$ cat config.mk
export PLATFORM = sky130hd
export DESIGN_NAME = elevator_request_scheduler
export DESIGN_NICKNAME = d
export VERILOG_FILES = /design/src/hdl/ers_pkg.sv /design/src/hdl/elevator_request_scheduler.sv
export VERILOG_INCLUDE_DIRS = /design/src /design/src/hdl
export SDC_FILE = /design/constraint.sdc
export NUM_CORES = 1
export LEC_CHECK = 0
export ABC_AREA = 1
export ABC_CLOCK_PERIOD_IN_PS = 3600
export BUFFER_PORTS_ARGS = -buffer_cell sky130_fd_sc_hd__buf_4
export CAP_MARGIN = 20
export CORE_AREA = 4 4 186 116
export CTS_CLUSTER_DIAMETER = 120
export DETAILED_ROUTE_END_ITERATION = 10
export DIE_AREA = 0 0 190 120
export GPL_TIMING_DRIVEN = 0
export HOLD_SLACK_MARGIN = 0.1
export PLACE_DENSITY = 0.77
export SLEW_MARGIN = 25
export SYNTH_ARGS = -nofsm -noshare
export SYNTH_HDL_FRONTEND = slang
export SYNTH_SLANG_ARGS = --single-unit
export TNS_END_PERCENT = 50
$ cat constraint.sdc
create_clock -name clk_i -period 3.6 [get_ports clk_i]
set_clock_uncertainty 0.05 [all_clocks]
set_input_delay 0.54 -clock clk_i [delete_from_list [all_inputs] [get_ports clk_i]]
set_output_delay 0.54 -clock clk_i [all_outputs]
set_load 0.01 [all_outputs]
$ cat src/hdl/elevator_request_scheduler_defines.svh
// Assertion macros shared by the elevator request scheduler RTL.
`ifndef ELEVATOR_REQUEST_SCHEDULER_DEFINES_SVH
`define ELEVATOR_REQUEST_SCHEDULER_DEFINES_SVH

// Same-cycle implication, disabled while reset is asserted.
`define ERS_ASSERT_NOW(label, clk, rst_n, ante, cons, msg) \
  label: assert property (@(posedge clk) disable iff (!rst_n) (ante) |-> (cons)) \
    else $error(msg);

// Next-cycle implication, disabled while reset is asserted.
`define ERS_ASSERT_NEXT(label, clk, rst_n, ante, cons, msg) \
  label: assert property (@(posedge clk) disable iff (!rst_n) (ante) |=> (cons)) \
    else $error(msg);

`endif

$ cat src/hdl/ers_pkg.sv
// Shared types and constants of the elevator request scheduler.
package ers_pkg;

  localparam int unsigned MAX_PENDING_DEF = 16;

  localparam int unsigned FLOOR_W = 8;
  localparam int unsigned CAP_W   = 5;
  localparam int unsigned CFG_W   = 8;
  localparam int unsigned OUT_W   = 24;

  localparam logic signed [FLOOR_W-1:0] LOWEST_RST  = 8'sd0;
  localparam logic signed [FLOOR_W-1:0] HIGHEST_RST = 8'sd15;
  localparam logic [CAP_W-1:0]          CAP_RST     = 5'd8;

  typedef enum logic [1:0] {
    CFG_LOWEST   = 2'd0,
    CFG_HIGHEST  = 2'd1,
    CFG_CAPACITY = 2'd2
  } cfg_reg_e;

  typedef enum logic [2:0] {
    STAT_OK      = 3'd0,
    STAT_FULL    = 3'd1,
    STAT_BEHIND_UP   = 3'd2,
    STAT_BEHIND_DOWN = 3'd3,
    STAT_NO_FLOOR    = 3'd4,
    STAT_NOTHING     = 3'd5
  } status_e;

  typedef enum logic [2:0] {
    ST_IDLE,
    ST_REQ_SCAN,
    ST_MV_FIND,
    ST_MV_DROP,
    ST_DONE
  } state_e;

endpackage

$ cat src/hdl/elevator_request_scheduler.sv
// Elevator request scheduler: pending-floor memory with a scanning sequencer.
// A rejected request or an empty move goes from the idle state straight to the done state;
// a stored request first walks the table to the first free slot;
// a move makes one read pass to pick the stop and one to drop it, then reaches the done state.
// One word is processed at a time; the memory read port and the slot scan set the pace.
// Reset (async, active low): table empty, car at floor 0 going up, registers at defaults.
`include "elevator_request_scheduler_defines.svh"

module elevator_request_scheduler #(
  parameter int unsigned MAX_PENDING = ers_pkg::MAX_PENDING_DEF
) (
  input  logic                       clk_i,
  input  logic                       rst_ni,
  // configuration write port
  input  logic                       cfg_we_i,
  input  logic [1:0]                 cfg_idx_i,
  input  logic [ers_pkg::CFG_W-1:0]  cfg_data_i,
  // input word stream
  input  logic                       s_axis_tvalid,
  output logic                       s_axis_tready,
  input  logic [7:0]                 s_axis_tdata,  // [7:0] floor
  input  logic                       s_axis_tuser,  // [0] op: 0 request, 1 move
  // result word stream
  output logic                       m_axis_tvalid,
  input  logic                       m_axis_tready,
  // [2:0] status, [10:3] at_floor, [11] going_down, [16:12] load,
  // [21:17] dropped, [23:22] zero
  output logic [ers_pkg::OUT_W-1:0]  m_axis_tdata
);
  import ers_pkg::*;

  // Slot index width, count width (must hold MAX_PENDING itself), count/capacity compare width.
  localparam int unsigned IW = (MAX_PENDING > 1) ? $clog2(MAX_PENDING) : 1;
  localparam int unsigned CW = $clog2(MAX_PENDING + 1);
  localparam int unsigned LW = (CW > CAP_W) ? CW : CAP_W;
  localparam logic [IW-1:0] LAST_IDX = IW'(MAX_PENDING - 1);
  localparam logic [CW-1:0] FULL_CNT = CW'(MAX_PENDING);

  // Configuration registers.
  logic signed [FLOOR_W-1:0] low_q, high_q;
  logic [CAP_W-1:0]          cap_q;

  // Scheduler state.
  state_e                    state_q, state_d;
  logic [MAX_PENDING-1:0]    valid_q, valid_d;
  logic [CW-1:0]             cnt_q, cnt_d;
  logic signed [FLOOR_W-1:0] car_q, car_d;
  logic                      down_q, down_d;

  // Sequencer working registers.
  logic [IW-1:0]             ptr_q, ptr_d;
  logic                      iss_q, iss_d;        // read pass still issuing
  logic                      rd_v_q, rd_v_d;      // read data valid next cycle
  logic [IW-1:0]             rd_idx_q, rd_idx_d;
  logic signed [FLOOR_W-1:0] floor_q, floor_d;
  logic signed [FLOOR_W-1:0] target_q, target_d;
  logic                      found_q, found_d;
  logic [CW-1:0]             drop_q, drop_d;
  status_e                   status_q, status_d;

  // Output register.
  logic                      ov_q, ov_d;
  logic [OUT_W-1:0]          odata_q, odata_d;

  // Pending-floor memory: one write or one read port access per cycle.
  logic [FLOOR_W-1:0]        mem [MAX_PENDING];
  logic signed [FLOOR_W-1:0] rdata_q;
  logic                      mem_we, mem_re;
  logic [IW-1:0]             mem_addr;

  always_ff @(posedge clk_i) begin
    if (mem_we) begin
      mem[mem_addr] <= floor_q;
    end
    if (mem_re) begin
      rdata_q <= mem[mem_addr];
    end
  end

  // Configuration writes; indices beyond the register list are dropped.
  always_ff @(posedge clk_i or negedge rst_ni) begin
    if (!rst_ni) begin
      low_q  <= LOWEST_RST;
      high_q <= HIGHEST_RST;
      cap_q  <= CAP_RST;
    end else if (cfg_we_i) begin
      case (cfg_reg_e'(cfg_idx_i))
        CFG_LOWEST:   low_q  <= cfg_data_i;
        CFG_HIGHEST:  high_q <= cfg_data_i;
        CFG_CAPACITY: cap_q  <= cfg_data_i[CAP_W-1:0];
        default: ;
      endcase
    end
  end

  logic                      in_acc;
  logic signed [FLOOR_W-1:0] in_floor;
  logic [LW-1:0]             cnt_ext, cap_ext, drop_ext;
  logic [CW-1:0]             drop_tot;
  logic                      hit;

  assign s_axis_tready = (state_q == ST_IDLE);
  assign in_acc        = s_axis_tvalid && s_axis_tready;
  assign in_floor      = s_axis_tdata;
  assign cnt_ext       = LW'(cnt_q);
  assign cap_ext       = LW'(cap_q);
  assign drop_ext      = LW'(drop_q);

  assign m_axis_tvalid = ov_q;
  assign m_axis_tdata  = odata_q;

  always_comb begin
    state_d  = state_q;
    valid_d  = valid_q;
    cnt_d    = cnt_q;
    car_d    = car_q;
    down_d   = down_q;
    ptr_d    = ptr_q;
    iss_d    = iss_q;
    rd_v_d   = 1'b0;
    rd_idx_d = rd_idx_q;
    floor_d  = floor_q;
    target_d = target_q;
    found_d  = found_q;
    drop_d   = drop_q;
    status_d = status_q;
    ov_d     = ov_q && !m_axis_tready;
    odata_d  = odata_q;
    mem_we   = 1'b0;
    mem_re   = 1'b0;
    mem_addr = ptr_q;
    hit      = 1'b0;
    drop_tot = drop_q;

    case (state_q)
      ST_IDLE: begin
        if (in_acc) begin
          floor_d  = in_floor;
          ptr_d    = '0;
          drop_d   = '0;
          found_d  = 1'b0;
          status_d = STAT_OK;
          if (!s_axis_tuser) begin
            state_d = ST_REQ_SCAN;
            if (cnt_q == '0) begin
              // Empty table: store unchecked and steer toward the request.
              if (in_floor > car_q) begin
                down_d = 1'b0;
              end else if (in_floor < car_q) begin
                down_d = 1'b1;
              end
            end else if (cnt_ext >= cap_ext || cnt_q >= FULL_CNT) begin
              status_d = STAT_FULL;
              state_d  = ST_DONE;
            end else if (!down_q && in_floor < car_q) begin
              status_d = STAT_BEHIND_UP;
              state_d  = ST_DONE;
            end else if (down_q && in_floor > car_q) begin
              status_d = STAT_BEHIND_DOWN;
              state_d  = ST_DONE;
            end else if (in_floor > high_q || in_floor < low_q) begin
              status_d = STAT_NO_FLOOR;
              state_d  = ST_DONE;
            end
          end else if (cnt_q == '0) begin
            status_d = STAT_NOTHING;
            state_d  = ST_DONE;
          end else begin
            iss_d   = 1'b1;
            state_d = ST_MV_FIND;
          end
        end
      end

      ST_REQ_SCAN: begin
        // Walk to the first free slot; one is known to exist.
        if (!valid_q[ptr_q]) begin
          mem_we          = 1'b1;
          valid_d[ptr_q]  = 1'b1;
          cnt_d           = cnt_q + 1'b1;
          state_d         = ST_DONE;
        end else begin
          ptr_d = ptr_q + 1'b1;
        end
      end

      ST_MV_FIND: begin
        if (iss_q) begin
          mem_re   = 1'b1;
          rd_v_d   = 1'b1;
          rd_idx_d = ptr_q;
          if (ptr_q == LAST_IDX) begin
            iss_d = 1'b0;
          end else begin
            ptr_d = ptr_q + 1'b1;
          end
        end
        // Track the nearest stop in the travel direction.
        if (rd_v_q && valid_q[rd_idx_q]) begin
          if (!found_q || (down_q ? (rdata_q > target_q) : (rdata_q < target_q))) begin
            target_d = rdata_q;
            found_d  = 1'b1;
          end
        end
        if (rd_v_q && rd_idx_q == LAST_IDX) begin
          ptr_d   = '0;
          iss_d   = 1'b1;
          state_d = ST_MV_DROP;
        end
      end

      ST_MV_DROP: begin
        if (iss_q) begin
          mem_re   = 1'b1;
          rd_v_d   = 1'b1;
          rd_idx_d = ptr_q;
          if (ptr_q == LAST_IDX) begin
            iss_d = 1'b0;
          end else begin
            ptr_d = ptr_q + 1'b1;
          end
        end
        // Clear every request for the stop floor.
        hit = rd_v_q && valid_q[rd_idx_q] && (rdata_q == target_q);
        if (hit) begin
          valid_d[rd_idx_q] = 1'b0;
        end
        drop_tot = drop_q + CW'(hit);
        drop_d   = drop_tot;
        if (rd_v_q && rd_idx_q == LAST_IDX) begin
          cnt_d = cnt_q - drop_tot;
          car_d = target_q;
          if (target_q == high_q) begin
            down_d = 1'b1;
          end else if (target_q == low_q) begin
            down_d = 1'b0;
          end
          state_d = ST_DONE;
        end
      end

      ST_DONE: begin
        // Hand the word over once the output register is free.
        if (!ov_q || m_axis_tready) begin
          ov_d    = 1'b1;
          odata_d = {2'b00, drop_ext[4:0], cnt_ext[4:0], down_q, car_q, status_q};
          state_d = ST_IDLE;
        end
      end

      default: begin
        state_d = ST_IDLE;
      end
    endcase
  end

  always_ff @(posedge clk_i or negedge rst_ni) begin
    if (!rst_ni) begin
      state_q <= ST_IDLE;
      valid_q <= '0;
      cnt_q   <= '0;
      car_q   <= '0;
      down_q  <= 1'b0;
      iss_q   <= 1'b0;
      rd_v_q  <= 1'b0;
      ov_q    <= 1'b0;
    end else begin
      state_q <= state_d;
      valid_q <= valid_d;
      cnt_q   <= cnt_d;
      car_q   <= car_d;
      down_q  <= down_d;
      iss_q   <= iss_d;
      rd_v_q  <= rd_v_d;
      ov_q    <= ov_d;
    end
  end

  always_ff @(posedge clk_i) begin
    ptr_q    <= ptr_d;
    rd_idx_q <= rd_idx_d;
    floor_q  <= floor_d;
    target_q <= target_d;
    found_q  <= found_d;
    drop_q   <= drop_d;
    status_q <= status_d;
    odata_q  <= odata_d;
  end

  `ERS_ASSERT_NOW(a_cnt_range, clk_i, rst_ni, 1'b1, cnt_q <= FULL_CNT, "pending count overflow")
  `ERS_ASSERT_NOW(a_cnt_match, clk_i, rst_ni, state_q == ST_IDLE,
                  $countones(valid_q) == int'(cnt_q), "pending count disagrees with table")
  `ERS_ASSERT_NOW(a_free_slot, clk_i, rst_ni, state_q == ST_REQ_SCAN,
                  cnt_q < FULL_CNT, "store started on a full table")
  `ERS_ASSERT_NOW(a_stop_found, clk_i, rst_ni, state_q == ST_MV_DROP,
                  found_q, "drop pass without a chosen stop")

endmodule
==> results of run 1 <==
layer usage:
layer | part of all wire [%] | routed length [um] | track usage (%)
met1 | 46 | 13900 | 43.7
met2 | 41 | 12500 | 36.7
met3 | 12 | 3700 | 5.41
met4 | 1.3 | 383 | 4.07
met5 | 0 | 0 | 0
critical path, cell delays in order, from the launching register on:
cell	delay (ps)
edfxtp_1	580
inv_2	190
clkbuf_1	420
clkbuf_1	530
ha_1	250
inv_1	180
nor3_2	790
through the flow:
stage	instance area [um^2]	cells	utilization, %	power, mW
2_1_floorplan	11700	1163	-	3.47
3_3_place_gp	12400	1483	62.9	3.61
3_5_place_dp	12500	1484	63.3	3.64
4_1_cts	13300	1526	67.3	6.09
5_1_grt	13500	1542	68.2	6.31
6_report	13500	1542	68.2	6.10
how the worst max path moves through the flow:
stage	startpoint	to	slack, ps	cells after the start
floorplan	target_q[7]	cnt_ext[4]	420	19
global placement	mem_addr[0]	mem[0][0]	-70	6
detailed placement	target_q[7]	cnt_ext[4]	-100	19
CTS	rd_idx_q[0]	cnt_ext[4]	10	19
global route	target_q[6]	cnt_ext[4]	-4	20
finish	mem_addr[0]	mem[0][5]	210	6
cells by family (layout without fill, tap and decap cells):
kind of cell | after synthesis | in the layout | share of synthesized area (%)
compound gates | 237 | 237 | 10.7
xor+xnor | 16 | 16 | 1.19
fa+ha+maj | 47 | 47 | 5.08
buf+inv | 168 | 274 | 5.76
flops | 248 | 248 | 61.1
other cells | 1 | 2 | 0.0320
simple gates | 445 | 445 | 16.2
where the power goes:
part / internal [mW] / leakage [nW] / total (mW) / switching, mW
clock: 1.46 / 0.362 / 2.50 / 1.04
combinational: 0.156 / 2.62 / 0.455 / 0.299
sequential: 3.10 / 2.45 / 3.14 / 0.0421
total: 4.71 / 5.43 / 6.10 / 1.39
flip-flops by register name, indices dropped and copies added, names as in the netlist:
signal / cells
status_q: 3
rdata_q: 8
rd_idx_q: 4
drop_ext: 5
rd_v_q: 1
found_q: 1
cap_ext: 5
valid_q: 16
mem_addr: 4
iss_q: 1
state_q: 3
m_axis_tvalid: 1
down_q: 1
low_q: 8
m_axis_tdata: 22
mem: 128
floor_q: 8
cnt_ext: 5
target_q: 8
car_q: 8
high_q: 8
layout by cell type, fill, tap and decap left out, types with 2 or more instances in the layout:
| cell type | instances |
|---|---|
| clkbuf_1 | 27 |
| a21oi_1 | 22 |
| o21ai_0 | 156 |
| nand2_4 | 3 |
| buf_6 | 2 |
| nor2_4 | 3 |
| nor2_1 | 118 |
| nor2_2 | 7 |
| inv_1 | 118 |
| a21o_1 | 3 |
| nor4_1 | 4 |
| nand4_1 | 18 |
| conb_1 | 2 |
| or2_2 | 2 |
| xor2_1 | 12 |
| clkinv_1 | 5 |
| bufinv_16 | 4 |
| nand2_2 | 5 |
| o22ai_1 | 40 |
| nor3_1 | 5 |
| dfrtp_1 | 52 |
| nand3_1 | 38 |
| buf_4 | 69 |
| clkbuf_16 | 23 |
| nand2_1 | 223 |
| nor3_2 | 12 |
| clkinv_2 | 2 |
| inv_2 | 14 |
| buf_2 | 6 |
| xnor2_1 | 3 |
| ha_1 | 42 |
| o21ai_1 | 10 |
| edfxtp_1 | 191 |
| dfstp_2 | 5 |
| a31oi_1 | 2 |
| and2_1 | 2 |
| ha_4 | 3 |
timing repair:
item,in CTS,in global routing
pin swaps,0,3
gates cloned,0,0
setup endpoints to repair,1,1
resized for setup,3,12
hold buffers,1,0
hold endpoints to repair,52,0
buffers inserted,1,16
area by class of cell:
| cell class | instances | area, um^2 | share of cell area (%) |
|---|---|---|---|
| buffer | 36 | 180 | 1.34 |
| clock buffer | 28 | 594 | 4.41 |
| clock inverter | 12 | 156 | 1.16 |
| inverter | 132 | 495 | 3.68 |
| multi-input combinational | 747 | 4030 | 29.9 |
| sequential | 248 | 7170 | 53.2 |
| tap | 273 | 342 | 2.54 |
| timing repair buffer | 66 | 505 | 3.75 |
==> results.yml, run 1 <==
clock_tree:
  htreeDepth: 1
  cts_buffers: 23
  clock_sinks: 248
  clockBufferDepth: 3
  clk_pin_slew_ps: 60
  clock_latency_ps: 520
  cts-root-buf: "clkbuf_16"
  cts_tree: "yes"
die:
  start_util_pct: 59.4
  die_w_um: 190
  dieArea_um2: 22800
  core_area_um2: 19800
  ios: 50
  std_cell_rows: 40
  die_h_um: 120
placed_design:
  dpl_worst_slack_ps: -104
  io_buffers: 47
  dpl.hpwl_um: 21500
  place.gp.congestion: 0.954
yosys:
  synth_cells: 1162
  ys.flop_type: "edfxtp_1"
  synthTopCellsByArea: "edfxtp_1, dfrtp_1, nand2_1, o21ai_0, ha_1"
  synth_common_cells: "nand2_1, edfxtp_1, o21ai_0"
  ys_warn_count: 0
  yosysTopAreaCellShare_pct: 48.9
  yosysMostFrequentCell: "nand2_1"
  avgSynthCellArea_um2: 10.1
  synth.ff_latch_count: 248
  syn-cell-area_um2: 11700
  synth_top_area_cell: "edfxtp_1"
  synth_edf_count: 191
  ys_async_sr_fraction_pct: 23.0
  yosysUniqueCellTypes: 40
  yosysSeqAreaShare_pct: 61.1
grt:
  grt_overflow: 0
  grt_pass1_vias: 8465
  antenna_found_initial: 0
  gr-usage-all-layers_pct: 26.5
  grt_pass1_wl_um: 47200
  grt_start_max_net_pins: 58
sta:
  maxSlewViolCount: 0
  fmax_mhz: 295
  min_period_ps: 3390
  finalCritPeriodShare_pct: 94.3
  setup_viol: 0
  fin_setup_tns_ps: 0
  relSlewSlack_pct: 38.9
  holdWs_ps: 176
  hold_violations: 0
  tightest_slew_ps: 907
  fin_ws_ps: 205
pwr:
  p_leak_nw: 5.43
  cellPowerDensity_nw_per_um2: 453
  peakVddDrop_v: 0.000303
route:
  via_per_inst: 5.89
  drc: 0
  dr.first_iter.drc_count: 1206
  drt_wl_total_um: 30400
  dr.pass1.iters: 6
  vias: 9080
  ant_nets: 0
  wire_per_inst_um: 19.7
hold_path:
  min_to: "floor_q[0]"
  hp-class: "in2reg"
  hold_path_depth: 1
  min_from: "s_axis_tdata[0]"
critical_path:
  ff2ff_setup_slack_ps: 210
  r2r_cells: 6
  end_kind: "flop"
  r2r-end: "mem[0][5]"
  start_kind: "flop"
  worstReg2RegStart: "mem_addr[0]"
  cp_max_fo: 11
  setup.worst_path.class: "reg2reg"
  crit_arrival_ps: 3470
  worstPathRequired_ps: 3680
cells_and_area:
  n_antenna_cell: 0
  nets: 1325
  syn2layout_area_growth_pct: 14.8
  fillers: 1477
  drive_gt1_share_pct: 13.3
job:
  cap_violations: 0
status:
  status: "finished, final reports clean"
(Power assumes the default switching activity.)
==> run 2: changes to the inputs <==
- CORE_AREA: 4 4 186 116 -> 2 2 184 114
- DIE_AREA: 0 0 190 120 -> 0 0 186 116
==> run 2 against run 1 <==
  * Routed wire length is 1.7% lower
  * Worst hold slack worse by 17 ps
  * Sequential power hardly changed
  * Cell count is 0.19% lower
  * Non-clock buffer count is 5 lower
  * Total power is 1.7% lower
  * Critical path depth is 13 higher
  * Largest power group unchanged
  * Highest routed layer unchanged
==> results.yml, run 2 (same netlist as run 1, synthesis figures left out) <==
sta:
  grt_setup_unrepaired: "no"
  maxSlewViolCount: 0
  tightest_slew_ps: 892
  setup_viol: 0
  finalCritPeriodShare_pct: 94.9
  fin_ws_ps: 183
  fmax_mhz: 293
  relSlewSlack_pct: 39.9
  holdWs_ps: 159
  hold_violations: 0
  min_period_ps: 3420
die:
  core_area_um2: 19800
  start_util_pct: 59.4
  die_w_um: 186
  dieArea_um2: 21600
  die_h_um: 116
  std_cell_rows: 40
  ios: 50
pwr:
  p_switching_mw: 1.38
  power_frac_comb_pct: 7.5
  p_int_mw: 4.62
  peakVddDrop_v: 0.000331
  swShare_pct: 23.0
  p_leak_nw: 5.41
  p_clk_share_pct: 40.0
  pwr-share-seq_pct: 52.5
  finalPower_mw: 6.00
  cellPowerDensity_nw_per_um2: 447
route:
  drt_wl_total_um: 29900
  dr.pass1.iters: 6
  vias: 9008
  wire_per_inst_um: 19.4
  ant_nets: 0
  via_per_inst: 5.85
  dr.first_iter.drc_count: 1320
  drc: 0
cells_and_area:
  final_cell_mix: "nand2_1, edfxtp_1, o21ai_0"
  largest_reg_flops: 128
  drive_gt1_share_pct: 13.1
  n_antenna_cell: 0
  multiInputGateArea_um2: 4030
  nets: 1320
  seq_area_um2: 7170
  syn2layout_area_growth_pct: 14.3
  largest-register: "mem"
  final_common_cell: "nand2_1"
  fillers: 1477
placed_design:
  dpl_worst_slack_ps: -59.2
  place.gp.congestion: 0.965
  dpl.hpwl_um: 21200
  io_buffers: 47
grt:
  grt_pass1_wl_um: 45500
  grt_pass1_vias: 8140
  antenna_found_initial: 0
  gr-usage-all-layers_pct: 28.1
  grt_overflow: 0
  grt_start_max_net_pins: 58
clock_tree:
  htreeDepth: 1
  cts_buffers: 23
  clk_pin_slew_ps: 60
  clock_sinks: 248
  cts-root-buf: "clkbuf_16"
  clock_latency_ps: 520
  cts_tree: "yes"
  clockBufferDepth: 3
hold_path:
  hp-class: "in2reg"
job:
  cap_violations: 0
critical_path:
  end_kind: "flop"
  cp_max_fo: 8
  crit_arrival_ps: 3760
  setup.worst_path.class: "reg2reg"
  worstPathRequired_ps: 3950
  start_kind: "flop"
status:
  status: "finished, final reports clean"
-- run 2: worst max-delay path, stage by stage (launching register included) --
cell,delay [ps]
edfxtp_1,420
buf_4,160
nor2_1,120
inv_2,100
o22ai_1,210
o21bai_1,80
nand4_1,130
nand3_2,110
inv_2,110
ha_4,140
ha_2,270
nor2_2,120
inv_1,70
fa_2,350
or2_2,310
nand2_1,80
a21oi_1,70
xor2_1,190
nor2_2,60
xor2_1,130
-- run 2: cell type report --
cell class | instances | area share, %
Sequential cell | 248 | 53.4
Multi-Input combinational cell | 747 | 30.0
Clock buffer | 36 | 5.03
Inverter | 132 | 3.69
Timing Repair Buffer | 61 | 3.49
Tap cell | 273 | 2.55
Buffer | 36 | 1.34
Clock inverter | 6 | 0.448
-- run 2: what timing repair did --
action                     4_1_cts  5_1_grt
buffers inserted                 5        6
gates cloned                     0        0
hold endpoints to repair        52        0
resized for setup                3       13
hold buffers                     1        0
pin swaps                        0        1
setup endpoints to repair        1        1
-- run 2: power by group through the flow --
stage / registers [mW] / logic [mW] / clock network (mW)
after CTS: 3.15 / 0.442 / 2.42
after detailed placement: 3.21 / 0.436 / 0
after global routing: 3.15 / 0.504 / 2.53
after floorplan: 3.19 / 0.285 / 0
after global placement: 3.21 / 0.414 / 0
final: 3.15 / 0.450 / 2.40
-- run 2: worst paths after layout --
kind	start	endpoint	slack, ps	cells after the start
max in group asynchronous	rst_ni	high_q[5]	2390	2
min	s_axis_tdata[0]	floor_q[0]	160	1
max	rd_idx_q[0]	cnt_ext[4]	180	19
min in group asynchronous	rst_ni	cnt_ext[1]	580	2
max reg2reg	rd_idx_q[0]	cnt_ext[4]	180	19
min reg2reg	status_q[1]	m_axis_tdata[1]	370	0
-- run 2: through the flow --
| stage | setup TNS [ps] | utilization [%] | cells | instance area, um^2 |
|---|---|---|---|---|
| CTS | 0 | 67.4 | 1533 | 13300 |
| detailed placement | -59.2 | 63.4 | 1485 | 12500 |
| floorplan | 0 | - | 1163 | 11700 |
| global placement | -3030 | 62.9 | 1483 | 12400 |
| global route | 0 | 67.9 | 1539 | 13400 |
| finish | 0 | 67.9 | 1539 | 13400 |
-- run 2: metal layers --
| layer | share of wire, % | GRT usage, % | vias to the layer above |
|---|---|---|---|
| met3 | 13 | 8.08 | 48 |
| li1 | - | - | 4172 |
| met5 | 0 | 0 | - |
| met2 | 41 | 39.0 | 535 |
| met4 | 1.5 | 4.93 | 0 |
| met1 | 45 | 44.4 | 4253 |
